File: src/rtl/triangle_scanline_span_defines.svh
// ---------------------------------------------------------------------------
// Triangle scanline span - assertion macros
// Shared property wrappers clocked on clk and held off during reset.
// ---------------------------------------------------------------------------
`ifndef TRIANGLE_SCANLINE_SPAN_DEFINES_SVH
`define TRIANGLE_SCANLINE_SPAN_DEFINES_SVH

// Same-cycle implication.
`define TSS_ASSERT_NOW(label, pre, post, msg) \
    label: assert property (@(posedge clk) disable iff (!rst_n) (pre) |-> (post)) \
        else $error(msg);

// Next-cycle implication.
`define TSS_ASSERT_NEXT(label, pre, post, msg) \
    label: assert property (@(posedge clk) disable iff (!rst_n) (pre) |=> (post)) \
        else $error(msg);

`endif

File: src/rtl/tss_pkg.sv
// ---------------------------------------------------------------------------
// Triangle scanline span - package
// Shared widths, register indexes, reset values and control flags.
// ---------------------------------------------------------------------------
`default_nettype none

package tss_pkg;

    localparam int COORD_BITS_DEF = 13;
    localparam int DIM_BITS       = 13;
    localparam int OUT_BITS       = 12;
    localparam int COLOR_BITS     = 32;
    localparam int CFG_IDX_BITS   = 2;

    localparam logic [DIM_BITS-1:0]   WIDTH_RST  = 13'd1920;
    localparam logic [DIM_BITS-1:0]   HEIGHT_RST = 13'd1080;
    localparam logic [COLOR_BITS-1:0] COLOR_RST  = 32'hFFFF_D700;

    typedef enum logic [CFG_IDX_BITS-1:0] {
        CFG_WIDTH  = 2'd0,
        CFG_HEIGHT = 2'd1,
        CFG_COLOR  = 2'd2
    } cfg_reg_t;

    typedef struct packed {
        logic ok;          // row inside triangle and surface
        logic long_flat;   // long edge horizontal
        logic short_flat;  // chosen short edge horizontal
    } tss_flags_t;

endpackage

`default_nettype wire

File: src/rtl/tss_sort.sv
// ---------------------------------------------------------------------------
// Triangle scanline span - sort and edge setup
// Stage 0 sorts the vertices by y; stage 1 picks the edges and forms deltas.
// ---------------------------------------------------------------------------
`default_nettype none

module tss_sort #(
    parameter int C = tss_pkg::COORD_BITS_DEF
) (
    input  logic                           clk,
    input  logic [1:0]                     adv,
    input  logic signed [C-1:0]            ax,
    input  logic signed [C-1:0]            ay,
    input  logic signed [C-1:0]            bx,
    input  logic signed [C-1:0]            by,
    input  logic signed [C-1:0]            cx,
    input  logic signed [C-1:0]            cy,
    input  logic signed [C-1:0]            row,
    input  logic [tss_pkg::DIM_BITS-1:0]   height,
    output logic signed [C-1:0]            long_x0,
    output logic signed [C-1:0]            short_x0,
    output logic signed [C-1:0]            row_out,
    output logic signed [C:0]              long_dx,
    output logic signed [C:0]              long_dr,
    output logic signed [C:0]              short_dx,
    output logic signed [C:0]              short_dr,
    output logic [C-1:0]                   long_dy,
    output logic [C-1:0]                   short_dy,
    output tss_pkg::tss_flags_t            flags
);
    import tss_pkg::*;

    localparam int CW = ((C > DIM_BITS) ? C : DIM_BITS) + 1;

    logic signed [C-1:0] x1a, y1a, x1b, y1b;
    logic signed [C-1:0] x2a, y2a, x2c, y2c;
    logic signed [C-1:0] x3b, y3b, x3c, y3c;

    logic signed [C-1:0] xa_reg, ya_reg, xb_reg, yb_reg, xc_reg, yc_reg, row0_reg;

    logic signed [C-1:0] sx0, sy0, sx1, sy1;
    logic                upper;
    logic signed [C:0]   ldy_full, sdy_full;
    tss_flags_t          flags_next;

    logic signed [C-1:0] lx0_reg, sx0_reg, row1_reg;
    logic signed [C:0]   ldx_reg, ldr_reg, sdx_reg, sdr_reg;
    logic [C-1:0]        ldy_reg, sdy_reg;
    tss_flags_t          flags_reg;

    // Three-step compare/swap network.
    always_comb
    begin
        {x1a, y1a, x1b, y1b} = (by < ay) ? {bx, by, ax, ay} : {ax, ay, bx, by};
        {x2a, y2a, x2c, y2c} = (cy < y1a) ? {cx, cy, x1a, y1a} : {x1a, y1a, cx, cy};
        {x3b, y3b, x3c, y3c} = (y2c < y1b) ? {x2c, y2c, x1b, y1b} : {x1b, y1b, x2c, y2c};
    end

    always_ff @(posedge clk)
    begin
        if (adv[0])
        begin
            xa_reg   <= x2a;
            ya_reg   <= y2a;
            xb_reg   <= x3b;
            yb_reg   <= y3b;
            xc_reg   <= x3c;
            yc_reg   <= y3c;
            row0_reg <= row;
        end
    end

    // Pick the short edge: upper half above the middle vertex, lower otherwise.
    always_comb
    begin
        upper = row0_reg < yb_reg;
        if (upper)
        begin
            sx0 = xa_reg;
            sy0 = ya_reg;
            sx1 = xb_reg;
            sy1 = yb_reg;
        end
        else
        begin
            sx0 = xb_reg;
            sy0 = yb_reg;
            sx1 = xc_reg;
            sy1 = yc_reg;
        end
        ldy_full = (C+1)'(yc_reg) - (C+1)'(ya_reg);
        sdy_full = (C+1)'(sy1) - (C+1)'(sy0);
        flags_next.ok = (row0_reg >= ya_reg) && (row0_reg <= yc_reg)
                     && !row0_reg[C-1]
                     && (CW'(row0_reg) < $signed(CW'(height)));
        flags_next.long_flat  = (yc_reg == ya_reg);
        flags_next.short_flat = (sy1 == sy0);
    end

    always_ff @(posedge clk)
    begin
        if (adv[1])
        begin
            lx0_reg   <= xa_reg;
            sx0_reg   <= sx0;
            row1_reg  <= row0_reg;
            ldx_reg   <= (C+1)'(xc_reg) - (C+1)'(xa_reg);
            ldr_reg   <= (C+1)'(row0_reg) - (C+1)'(ya_reg);
            sdx_reg   <= (C+1)'(sx1) - (C+1)'(sx0);
            sdr_reg   <= (C+1)'(row0_reg) - (C+1)'(sy0);
            ldy_reg   <= ldy_full[C-1:0];
            sdy_reg   <= sdy_full[C-1:0];
            flags_reg <= flags_next;
        end
    end

    assign long_x0  = lx0_reg;
    assign short_x0 = sx0_reg;
    assign row_out  = row1_reg;
    assign long_dx  = ldx_reg;
    assign long_dr  = ldr_reg;
    assign short_dx = sdx_reg;
    assign short_dr = sdr_reg;
    assign long_dy  = ldy_reg;
    assign short_dy = sdy_reg;
    assign flags    = flags_reg;

endmodule

`default_nettype wire

File: src/rtl/tss_div.sv
// ---------------------------------------------------------------------------
// Triangle scanline span - pipelined dual divider
// Two lanes of restoring division, one quotient bit per stage, with sideband.
// ---------------------------------------------------------------------------
`default_nettype none

module tss_div #(
    parameter int C      = tss_pkg::COORD_BITS_DEF,
    parameter int SIDE_W = 3 * tss_pkg::COORD_BITS_DEF
) (
    input  logic                    clk,
    input  logic [C:0]              adv,
    input  logic signed [2*C+1:0]   num_long,
    input  logic signed [2*C+1:0]   num_short,
    input  logic [C-1:0]            den_long,
    input  logic [C-1:0]            den_short,
    input  logic [SIDE_W-1:0]       side_in,
    input  tss_pkg::tss_flags_t     flags_in,
    output logic [C-1:0]            quo_long,
    output logic [C-1:0]            quo_short,
    output logic                    neg_long,
    output logic                    neg_short,
    output logic [SIDE_W-1:0]       side_out,
    output tss_pkg::tss_flags_t     flags_out
);
    import tss_pkg::*;

    localparam int RW = 2 * C;
    localparam int PW = 2 * C + 2;

    logic signed [PW-1:0] num_in [0:1];
    logic [C-1:0]         den_in [0:1];

    logic [RW-1:0] rem_reg [0:C][0:1];
    logic [C-1:0]  quo_reg [0:C][0:1];
    logic [C-1:0]  den_reg [0:C][0:1];
    logic          neg_reg [0:C][0:1];
    logic [SIDE_W-1:0] side_reg [0:C];
    tss_flags_t        flags_reg [0:C];

    logic [PW-1:0] mag   [0:1];
    logic [RW-1:0] trial [1:C][0:1];
    logic          take  [1:C][0:1];
    logic [RW-1:0] rem_next [1:C][0:1];
    logic [C-1:0]  quo_next [1:C][0:1];

    assign num_in[0] = num_long;
    assign num_in[1] = num_short;
    assign den_in[0] = den_long;
    assign den_in[1] = den_short;

    always_comb
    begin
        for (int l = 0; l < 2; l++)
        begin
            mag[l] = num_in[l][PW-1] ? PW'(-num_in[l]) : PW'(num_in[l]);
        end
        for (int k = 1; k <= C; k++)
        begin
            for (int l = 0; l < 2; l++)
            begin
                trial[k][l]    = {{C{1'b0}}, den_reg[k-1][l]} << (C - k);
                take[k][l]     = rem_reg[k-1][l] >= trial[k][l];
                rem_next[k][l] = take[k][l] ? (rem_reg[k-1][l] - trial[k][l])
                                            : rem_reg[k-1][l];
                quo_next[k][l] = quo_reg[k-1][l];
                quo_next[k][l][C-k] = take[k][l];
            end
        end
    end

    always_ff @(posedge clk)
    begin
        // Stage 0: split sign and magnitude.
        if (adv[0])
        begin
            for (int l = 0; l < 2; l++)
            begin
                rem_reg[0][l] <= mag[l][RW-1:0];
                quo_reg[0][l] <= '0;
                den_reg[0][l] <= den_in[l];
                neg_reg[0][l] <= num_in[l][PW-1];
            end
            side_reg[0]  <= side_in;
            flags_reg[0] <= flags_in;
        end
        // Stages 1..C: resolve one quotient bit each, MSB first.
        for (int k = 1; k <= C; k++)
        begin
            if (adv[k])
            begin
                for (int l = 0; l < 2; l++)
                begin
                    rem_reg[k][l] <= rem_next[k][l];
                    quo_reg[k][l] <= quo_next[k][l];
                    den_reg[k][l] <= den_reg[k-1][l];
                    neg_reg[k][l] <= neg_reg[k-1][l];
                end
                side_reg[k]  <= side_reg[k-1];
                flags_reg[k] <= flags_reg[k-1];
            end
        end
    end

    assign quo_long  = quo_reg[C][0];
    assign quo_short = quo_reg[C][1];
    assign neg_long  = neg_reg[C][0];
    assign neg_short = neg_reg[C][1];
    assign side_out  = side_reg[C];
    assign flags_out = flags_reg[C];

endmodule

`default_nettype wire

File: src/rtl/triangle_scanline_span.sv
// ---------------------------------------------------------------------------
// Triangle scanline span - top level
// Per-row span of a flat-filled triangle, clipped to the surface.
// ---------------------------------------------------------------------------
// Usage:
//   Input request: three vertices and a row on in_valid/in_ready. Output
//   request: span_valid, span_row, span_x_start, span_x_end and span_color on
//   out_valid/out_ready. One result comes back for every request, in order.
//   From acceptance to out_valid a request passes through sort, edge setup,
//   multiply, COORD_BITS + 1 divider stages (one quotient bit per stage),
//   edge add, min/max and clip.
//   Throughput is one request per cycle while the output is not stalled; the
//   bit-serial divider pipeline sets the depth, not the rate.
//   Stalls: each stage holds its request only while the stage after it is
//   full and blocked, so bubbles collapse and in_ready stays high until
//   every stage holds a request and out_ready is low.
//   Reset: all stages empty, registers back to 1920 x 1080, color FFFFD700.
//   Write cfg_we/cfg_index/cfg_data only while the pipeline is empty.
// ---------------------------------------------------------------------------
`default_nettype none

module triangle_scanline_span #(
    parameter int COORD_BITS = tss_pkg::COORD_BITS_DEF
) (
    input  logic                               clk,
    input  logic                               rst_n,
    input  logic                               cfg_we,
    input  logic [tss_pkg::CFG_IDX_BITS-1:0]   cfg_index,
    input  logic [tss_pkg::COLOR_BITS-1:0]     cfg_data,
    input  logic                               in_valid,
    output logic                               in_ready,
    input  logic signed [COORD_BITS-1:0]       vertex_a_x,
    input  logic signed [COORD_BITS-1:0]       vertex_a_y,
    input  logic signed [COORD_BITS-1:0]       vertex_b_x,
    input  logic signed [COORD_BITS-1:0]       vertex_b_y,
    input  logic signed [COORD_BITS-1:0]       vertex_c_x,
    input  logic signed [COORD_BITS-1:0]       vertex_c_y,
    input  logic signed [COORD_BITS-1:0]       scanline_row,
    output logic                               out_valid,
    input  logic                               out_ready,
    output logic                               span_valid,
    output logic [tss_pkg::OUT_BITS-1:0]       span_row,
    output logic [tss_pkg::OUT_BITS-1:0]       span_x_start,
    output logic [tss_pkg::OUT_BITS-1:0]       span_x_end,
    output logic [tss_pkg::COLOR_BITS-1:0]     span_color
);
    import tss_pkg::*;

    `include "triangle_scanline_span_defines.svh"

    localparam int C      = COORD_BITS;
    localparam int PW     = 2 * C + 2;
    localparam int SIDE_W = 3 * C;
    localparam int CW     = ((C > DIM_BITS) ? C : DIM_BITS) + 1;
    // Stage map: sort, setup, multiply, divider (C+1), edge add, min/max, clip.
    localparam int S_MUL  = 2;
    localparam int S_DIV  = 3;
    localparam int S_FIX  = S_DIV + C + 1;
    localparam int S_MM   = S_FIX + 1;
    localparam int S_OUT  = S_MM + 1;
    localparam int DEPTH  = S_OUT + 1;

    // ------------------------------------------------------------------
    // Configuration registers
    // ------------------------------------------------------------------
    logic [DIM_BITS-1:0]   width_reg;
    logic [DIM_BITS-1:0]   height_reg;
    logic [COLOR_BITS-1:0] color_reg;

    always_ff @(posedge clk or negedge rst_n)
    begin
        if (!rst_n)
        begin
            width_reg  <= WIDTH_RST;
            height_reg <= HEIGHT_RST;
            color_reg  <= COLOR_RST;
        end
        else if (cfg_we)
        begin
            case (cfg_reg_t'(cfg_index))
                CFG_WIDTH:  width_reg  <= cfg_data[DIM_BITS-1:0];
                CFG_HEIGHT: height_reg <= cfg_data[DIM_BITS-1:0];
                CFG_COLOR:  color_reg  <= cfg_data;
                default:    ;
            endcase
        end
    end

    // ------------------------------------------------------------------
    // Stage valids and per-stage advance. A stage moves when it is empty
    // or the next stage moves, so bubbles are squeezed out.
    // ------------------------------------------------------------------
    logic [DEPTH-1:0] vld_reg;
    logic [DEPTH-1:0] move;

    always_comb
    begin
        move[DEPTH-1] = !vld_reg[DEPTH-1] || out_ready;
        for (int i = DEPTH - 2; i >= 0; i--)
        begin
            move[i] = !vld_reg[i] || move[i+1];
        end
    end

    always_ff @(posedge clk or negedge rst_n)
    begin
        if (!rst_n)
        begin
            vld_reg <= '0;
        end
        else
        begin
            if (move[0])
            begin
                vld_reg[0] <= in_valid;
            end
            for (int i = 1; i < DEPTH; i++)
            begin
                if (move[i])
                begin
                    vld_reg[i] <= vld_reg[i-1];
                end
            end
        end
    end

    assign in_ready  = move[0];
    assign out_valid = vld_reg[DEPTH-1];

    // ------------------------------------------------------------------
    // Sort and edge setup (stages 0 and 1)
    // ------------------------------------------------------------------
    logic signed [C-1:0] long_x0, short_x0, row_s1;
    logic signed [C:0]   long_dx, long_dr, short_dx, short_dr;
    logic [C-1:0]        long_dy, short_dy;
    tss_flags_t          flags_s1;

    tss_sort #(
        .C (C)
    ) u_sort (
        .clk      (clk),
        .adv      (move[1:0]),
        .ax       (vertex_a_x),
        .ay       (vertex_a_y),
        .bx       (vertex_b_x),
        .by       (vertex_b_y),
        .cx       (vertex_c_x),
        .cy       (vertex_c_y),
        .row      (scanline_row),
        .height   (height_reg),
        .long_x0  (long_x0),
        .short_x0 (short_x0),
        .row_out  (row_s1),
        .long_dx  (long_dx),
        .long_dr  (long_dr),
        .short_dx (short_dx),
        .short_dr (short_dr),
        .long_dy  (long_dy),
        .short_dy (short_dy),
        .flags    (flags_s1)
    );

    // ------------------------------------------------------------------
    // Multiply: dx * (row - y0) for both edges
    // ------------------------------------------------------------------
    logic signed [PW-1:0] lprod_reg, sprod_reg;
    logic [C-1:0]         ldy_reg, sdy_reg;
    logic [SIDE_W-1:0]    side_mul_reg;
    tss_flags_t           flags_mul_reg;

    always_ff @(posedge clk)
    begin
        if (move[S_MUL])
        begin
            lprod_reg     <= PW'(long_dx) * PW'(long_dr);
            sprod_reg     <= PW'(short_dx) * PW'(short_dr);
            ldy_reg       <= long_dy;
            sdy_reg       <= short_dy;
            side_mul_reg  <= {long_x0, short_x0, row_s1};
            flags_mul_reg <= flags_s1;
        end
    end

    // ------------------------------------------------------------------
    // Divide: truncating quotient as sign and magnitude
    // ------------------------------------------------------------------
    logic [C-1:0]      lquo, squo;
    logic              lneg, sneg;
    logic [SIDE_W-1:0] side_div;
    tss_flags_t        flags_div;

    tss_div #(
        .C      (C),
        .SIDE_W (SIDE_W)
    ) u_div (
        .clk       (clk),
        .adv       (move[S_FIX-1:S_DIV]),
        .num_long  (lprod_reg),
        .num_short (sprod_reg),
        .den_long  (ldy_reg),
        .den_short (sdy_reg),
        .side_in   (side_mul_reg),
        .flags_in  (flags_mul_reg),
        .quo_long  (lquo),
        .quo_short (squo),
        .neg_long  (lneg),
        .neg_short (sneg),
        .side_out  (side_div),
        .flags_out (flags_div)
    );

    // ------------------------------------------------------------------
    // Edge add: x0 +/- quotient; a horizontal edge keeps its start x.
    // The crossing lies between the edge ends, so C bits hold it.
    // ------------------------------------------------------------------
    logic [C-1:0] dx0_l, dx0_s;
    logic [C-1:0] e_long, e_short;

    assign dx0_l   = side_div[3*C-1:2*C];
    assign dx0_s   = side_div[2*C-1:C];
    assign e_long  = flags_div.long_flat  ? dx0_l : (lneg ? dx0_l - lquo : dx0_l + lquo);
    assign e_short = flags_div.short_flat ? dx0_s : (sneg ? dx0_s - squo : dx0_s + squo);

    logic signed [C-1:0] el_reg, es_reg, row_fix_reg;
    logic                ok_fix_reg;

    always_ff @(posedge clk)
    begin
        if (move[S_FIX])
        begin
            el_reg      <= $signed(e_long);
            es_reg      <= $signed(e_short);
            row_fix_reg <= $signed(side_div[C-1:0]);
            ok_fix_reg  <= flags_div.ok;
        end
    end

    // ------------------------------------------------------------------
    // Order the two crossings
    // ------------------------------------------------------------------
    logic signed [C-1:0] lo_reg, hi_reg, row_mm_reg;
    logic                ok_mm_reg;

    always_ff @(posedge clk)
    begin
        if (move[S_MM])
        begin
            lo_reg     <= (el_reg < es_reg) ? el_reg : es_reg;
            hi_reg     <= (el_reg < es_reg) ? es_reg : el_reg;
            row_mm_reg <= row_fix_reg;
            ok_mm_reg  <= ok_fix_reg;
        end
    end

    // ------------------------------------------------------------------
    // Clip to the surface and drop spans wholly off screen
    // ------------------------------------------------------------------
    logic signed [CW-1:0] lo_w, hi_w, w_s;
    logic                 off_screen, ok_clip;
    logic [CW-1:0]        lo_clip, hi_clip;

    always_comb
    begin
        lo_w       = CW'(lo_reg);
        hi_w       = CW'(hi_reg);
        w_s        = $signed(CW'(width_reg));
        off_screen = hi_reg[C-1] || (lo_w >= w_s);
        ok_clip    = ok_mm_reg && !off_screen;
        lo_clip    = lo_reg[C-1] ? '0 : lo_w;
        hi_clip    = (hi_w >= w_s) ? CW'(w_s - CW'(1)) : hi_w;
    end

    logic                  sv_reg;
    logic [OUT_BITS-1:0]   srow_reg, sxs_reg, sxe_reg;
    logic [COLOR_BITS-1:0] scol_reg;

    always_ff @(posedge clk)
    begin
        if (move[S_OUT])
        begin
            sv_reg   <= ok_clip;
            srow_reg <= OUT_BITS'($unsigned(row_mm_reg));
            sxs_reg  <= ok_clip ? OUT_BITS'(lo_clip) : '0;
            sxe_reg  <= ok_clip ? OUT_BITS'(hi_clip) : '0;
            scol_reg <= ok_clip ? color_reg : '0;
        end
    end

    assign span_valid   = sv_reg;
    assign span_row     = srow_reg;
    assign span_x_start = sxs_reg;
    assign span_x_end   = sxe_reg;
    assign span_color   = scol_reg;

    // ------------------------------------------------------------------
    // Assertions
    // ------------------------------------------------------------------
    `TSS_ASSERT_NOW(a_span_order, out_valid && span_valid, span_x_start <= span_x_end, "span start past end")
    `TSS_ASSERT_NOW(a_span_clip, out_valid && span_valid, DIM_BITS'(span_x_end) < width_reg, "span end beyond surface")
    `TSS_ASSERT_NOW(a_span_blank, out_valid && !span_valid, span_x_start == '0 && span_x_end == '0 && span_color == '0, "invalid span not blanked")
    `TSS_ASSERT_NOW(a_stall_full, !in_ready, (&vld_reg) && !out_ready, "input blocked with a free stage")

endmodule

`default_nettype wire
File: config.mk
export PLATFORM = sky130hd
export DESIGN_NAME = triangle_scanline_span
export DESIGN_NICKNAME = d
export VERILOG_FILES = /design/src/rtl/tss_pkg.sv /design/src/rtl/tss_sort.sv /design/src/rtl/tss_div.sv /design/src/rtl/triangle_scanline_span.sv
export VERILOG_INCLUDE_DIRS = /design/src /design/src/rtl
export SDC_FILE = /design/constraint.sdc
export NUM_CORES = 2
export LEC_CHECK = 0
export BUFFER_PORTS_ARGS = -buffer_cell sky130_fd_sc_hd__buf_2
export CAP_MARGIN = 10
export CORE_MARGIN = 5
export CORE_UTILIZATION = 55
export CTS_BUF_LIST = sky130_fd_sc_hd__clkbuf_16
export DETAILED_ROUTE_END_ITERATION = 6
export GPL_TIMING_DRIVEN = 1
export PLACE_DENSITY = 0.81
export SLEW_MARGIN = 15
export SYNTH_ARGS = -nofsm -noshare
export SYNTH_HDL_FRONTEND = slang
export SYNTH_HIERARCHICAL = 1
export SYNTH_SLANG_ARGS = --single-unit
File: constraint.sdc
create_clock -name clk -period 21.4 [get_ports clk]
set_input_delay 4.28 -clock clk [delete_from_list [all_inputs] [get_ports clk]]
set_output_delay 4.28 -clock clk [all_outputs]
set_load 0.01 [all_outputs]
## Word level (Yosys, flattened, before mapping)

Memory sizes are Yosys's and may differ from the RTL's.
Cells that the tools add are included.

| operators by class | value |
|---|---|
| $add $sub $neg | 39 |
| equality and inequality tests | 4 |
| reductions and logical operators | 52 |
| multipliers | 2 |
| magnitude comparators | 36 |
| bitwise logic cells | 1 |
| mux-type cells | 70 |

Operators with widths:

| cell | number |
|---|---|
| 26-bit two-way mux | 28 |
| 52-bit two-way mux | 3 |
| 13-bit two-way mux | 10 |
| 13-bit < comparator | 5 |
| 14-bit by 14-bit multiplier with 28-bit output | 2 |
| 13-bit by 13-bit subtractor with 14-bit output | 4 |
| 26-bit by 13-bit greater-or-equal comparator with 1-bit output | 2 |
| 26-bit by 14-bit greater-or-equal comparator with 1-bit output | 2 |
| 26-bit by 15-bit greater-or-equal comparator with 1-bit output | 2 |
| 26-bit by 16-bit greater-or-equal comparator with 1-bit output | 2 |
| 26-bit by 17-bit greater-or-equal comparator with 1-bit output | 2 |
| 26-bit by 18-bit greater-or-equal comparator with 1-bit output | 2 |
| 26-bit by 19-bit greater-or-equal comparator with 1-bit output | 2 |
| 26-bit by 20-bit greater-or-equal comparator with 1-bit output | 2 |
| 26-bit by 21-bit greater-or-equal comparator with 1-bit output | 2 |
| 26-bit by 22-bit greater-or-equal comparator with 1-bit output | 2 |
| 26-bit by 23-bit greater-or-equal comparator with 1-bit output | 2 |
| 26-bit by 24-bit greater-or-equal comparator with 1-bit output | 2 |
| 26-bit by 25-bit greater-or-equal comparator with 1-bit output | 2 |
| 26-bit negation | 2 |
| 13-bit subtractor | 4 |
| 26-bit by 13-bit subtractor with 26-bit output | 2 |
| 26-bit by 14-bit subtractor with 26-bit output | 2 |
| 26-bit by 15-bit subtractor with 26-bit output | 2 |
| 28 further kinds | 114 |

| word-level totals | value |
|---|---|
| memory bits (writable) | 2,072 |
| register bits | 564 |
| memories kept | 6 |
| logic and storage cells | 273 |
| output and inout bits | 71 |
| input bits | 130 |

Memory list:

| name | depth | bits a word | read ports | clocked after memory_dff | write ports | RTL line | RTL |
|---|---|---|---|---|---|---|---|
| u_div.rem_reg | 14 | 52 | 13 | 0 | 14 | tss_div.sv:34 | `logic [RW-1:0] rem_reg [0:C][0:1];` |
| u_div.side_reg | 14 | 39 | 14 | 0 | 14 | tss_div.sv:38 | `logic [SIDE_W-1:0] side_reg [0:C];` |
| u_div.den_reg | 14 | 26 | 13 | 0 | 14 | tss_div.sv:36 | `logic [C-1:0] den_reg [0:C][0:1];` |
| u_div.quo_reg | 14 | 26 | 14 | 0 | 14 | tss_div.sv:35 | `logic [C-1:0] quo_reg [0:C][0:1];` |
| u_div.flags_reg | 14 | 3 | 14 | 0 | 14 | tss_div.sv:39 | `tss_flags_t flags_reg [0:C];` |
| u_div.neg_reg | 14 | 2 | 14 | 0 | 14 | tss_div.sv:37 | `logic neg_reg [0:C][0:1];` |

## Logic depth before layout (Yosys ltp)

| depth | value |
|---|---|
| depth in word-level cells | 21 |
| mapped depth | 35 |
| gate-level depth less buffers | 30 |

## Hierarchy

The synthesis kept the hierarchy.

Modules (own cells, without submodules):

| module | seq. area each (um^2) | cells an instance | instances | area an instance (um^2) |
|---|---|---|---|---|
| tss_div | 54,412.2 | 5,541 | 1 | 78,731.8 |
| triangle_scanline_span | 10,127.2 | 2,716 | 1 | 30,027.5 |
| tss_sort | 6,456.2 | 1,288 | 1 | 13,593.0 |

## Worst setup path before layout

No wires, ideal clock.

| timing | value |
|---|---|
| kind | input port to output port |
| start point | input port out_ready |
| end point | output port in_ready |
| slack | 7.286 ns |
| arrival time | 9.834 ns |
| data required time | 17.120 ns |
| stages | 10 |
| path buffers | 0 |
| path through | nand2b_4 > nor2_4 > inv_2 > nor3_4 > and3_2 > and3_1 > and3_4 > inv_2 > nor2_1 > nand2_1 |

| on the way | value |
|---|---|
| longest elaborated chain between the ends | 20 |

RTL lines:

| item | RTL line | RTL |
|---|---|---|
| start: declaration | triangle_scanline_span.sv:40 | `input logic out_ready,` |
| 1-bit logical OR | triangle_scanline_span.sv:98 | `move[DEPTH-1] = !vld_reg[DEPTH-1] \|\| out_ready;` |
| 1-bit logical OR | triangle_scanline_span.sv:101 | `move[i] = !vld_reg[i] \|\| move[i+1];` |
| net move[18] | triangle_scanline_span.sv:94 | `logic [DEPTH-1:0] move;` |
| 1-bit logical OR (13 in series) | triangle_scanline_span.sv:101 |  |
| net move[5] | triangle_scanline_span.sv:94 |  |
| 1-bit logical OR (5 in series) | triangle_scanline_span.sv:101 |  |
| end: declaration | triangle_scanline_span.sv:31 | `output logic in_ready,` |

The timed path passes the listed nets, and every way through them passes these cells.

## Final worst setup path

| timing | value |
|---|---|
| start point | input port out_ready |
| end point | output port in_ready |

| on the way | value |
|---|---|
| longest elaborated chain between the ends | 20 |

RTL lines:

| item | RTL line |
|---|---|
| 1-bit logical OR | triangle_scanline_span.sv:98 |
| net move[19] | triangle_scanline_span.sv:94 |
| 1-bit logical OR | triangle_scanline_span.sv:101 |
| net move[18] | triangle_scanline_span.sv:94 |
| 1-bit logical OR (13 in series) | triangle_scanline_span.sv:101 |
| net move[5] | triangle_scanline_span.sv:94 |
| 1-bit logical OR (5 in series) | triangle_scanline_span.sv:101 |

The timed path passes the listed nets, and every way through them passes these cells.

==> results.py <==
metrics = {
    "run": {
        "cap_violations": 0,
    },
    "placed_design": {
        "gp_congestion": 0.949,
        "dp.cells": 12500,
        "hpwl_um": 186000,
        "io_buffers": 200,
    },
    "drt": {
        "routed_via_density": 5.69,
        "vias": 73600,
        "wire_per_inst_um": 19.6,
        "drc": 6,
        "drt-initial-drc-count": 6569,
        "routed_wl_um": 253000,
        "drtAntennaViolNets": 0,
        "firstDrtPassIters": 7,
    },
    "floorplanning": {
        "dieArea_mm2": 0.231,
        "core_area_mm2": 0.220,
        "die_w_um": 480,
        "die_height_um": 480,
        "fp-row-count": 172,
        "start_util_pct": 55.4,
        "ioPinCount": 201,
    },
    "worst_setup_path": {
        "crit_arrival_ns": 8.70,
        "path_cells": "buf_2 -> nand2b_4 -> nor2_4 -> inv_2 -> nor3_4 -> and3_2 -> and3_1 -> and3_4 -> inv_4 -> nor2_1 -> nand2_4 -> buf_2",
        "worstPathRequired_ns": 17.12,
        "worstPathMaxFanout": 71,
        "critical_path.startpoint": "out_ready",
        "start_kind": "input port",
        "cp_slowest_cell": "nor2_1",
        "path_delay_family": "simple AND/OR/NAND/NOR gates",
        "critical_path.max_stage_delay_ns": 0.61,
        "critical_path_buf_inv_count": 4,
        "path_class": "input port to output pin",
        "end_kind": "output pin",
        "crit_path_frequent_cell": "buf_2",
        "r2r-start": "u_sort/short_dr[2]",
    },
    "timing": {
        "worst_pin_slew_ns": 1.17,
        "clock_skew_ns": 0.104,
        "fin_tns_setup_ns": 0,
        "slew_viol_final": 0,
        "slew_headroom_pct": 19.5,
        "post-route-min-period_ns": 12.98,
        "fmax_mhz": 77.0,
        "rsz0062_at_grt": "no",
        "finalHoldViolations": 0,
        "setup_viol": 0,
        "finalCritPeriodShare_pct": 60.7,
    },
    "status": {
        "status": "complete, but fails checks",
        "violations": "design-rule violations",
    },
    "clocking": {
        "cts_tree": "built",
        "cts_sinks": 2358,
        "cts_resized": 0,
        "post-cts-setup-buffers": 0,
        "path_clk_slew_ns": 0.06,
        "cts_buffers": 226,
        "cts_root_buffer": "clkbuf_16",
        "clk_latency_ns": 0.88,
        "clockBufferDepth": 3,
        "htree_levels": 4,
        "cts_hold_buf": 0,
    },
    "finish": {
        "area_growth_pct": 9.70,
        "final_nets": 11000,
        "layout.cells.non_filler": 12900,
        "final_common_cell": "edfxtp_1",
        "layout_common_cells": "edfxtp_1, inv_1, ha_1",
        "layout-drive-gt1-share_pct": 8.81,
        "largest_reg_flops": 676,
    },
    "yosys": {
        "syn-cell-area_mm2": 0.122,
        "syn_nets": 10700,
        "ys.warnings.count": 6,
        "syn_inst": 9515,
        "avgSynthCellArea_um2": 12.8,
    },
    "grt": {
        "grt_util_met3_pct": 3.49,
        "grt_max_degree": 95,
        "grt_pass1_wl_um": 405000,
        "track_usage_pct": 21.9,
        "use_met1_pct": 27.3,
        "antenna_found_initial": 13,
        "grt_pass1_vias": 75300,
        "top_usage_layer": "met2",
        "grt_util_met2_pct": 38.1,
        "gr-total-overflow": 0,
    },
    "min_path": {
        "hold_path_class": "register to register",
        "hp-start": "u_div/side_reg[0][181]",
    },
}
-- metal layers --
| layer | wire length [um] | up-vias |
|---|---|---|
| met3 | 15800 | 673 |
| li1 | - | 34400 |
| met4 | 12200 | 4 |
| met1 | 98300 | 35800 |
| met5 | 35 | - |
| met2 | 127000 | 2804 |
-- stage by stage --
stage | worst slack [ns] | hold slack [ns] | area, um2 | utilization [%]
final | 8.42 | 0.343 | 134000 | 60.7
after global placement | 8.60 | 0.400 | 126000 | 57.2
after floorplan | 7.30 | 0.400 | 122000 | -
after global routing | 8.08 | 0.355 | 134000 | 60.7
after CTS | 8.38 | 0.344 | 134000 | 60.7
after detailed placement | 8.43 | 0.405 | 126000 | 57.2
-- worst reg2reg max path: stages (launching register included) --
cell,delay [ns]
edfxtp_1,0.77
nand2_1,0.27
fa_1,0.57
fa_1,0.92
inv_1,0.26
fa_1,0.54
fa_1,0.40
fa_1,0.51
inv_1,0.05
fa_1,0.50
inv_1,0.04
ha_1,0.35
and3_1,0.23
nand2_1,0.09
o211ai_1,0.34
nor2_1,0.18
o31ai_1,0.30
a21oi_1,0.13
xnor2_1,0.13
-- cell type report --
class                      instances  area (um2)
fill                           16100       86400
tap                             2958        3700
timing repair buffer             241        1320
inverter                        1188        4480
sequential                      2358       70500
multi-input combinational       5747       45900
clock buffer                     226        5660
clock inverter                   202        1970
antenna                            8        20.0
-- path summary, 6_finish.rpt --
path / to / slack [ns] / cells past startpoint
worst min-delay path: u_div/side_reg[0][220] / 0.34 / 0
worst max register to register: sprod_reg[27] / 14.56 / 18
worst max-delay path: in_ready / 8.42 / 12
min in group asynchronous: height_reg[6] / 3.32 / 1
max in group asynchronous: color_reg[5] / 16.87 / 2
worst min register to register: u_div/side_reg[0][220] / 0.34 / 0
Power is not shown: default switching activity piles up to over one toggle a cycle in this logic, so the estimate is an artifact.
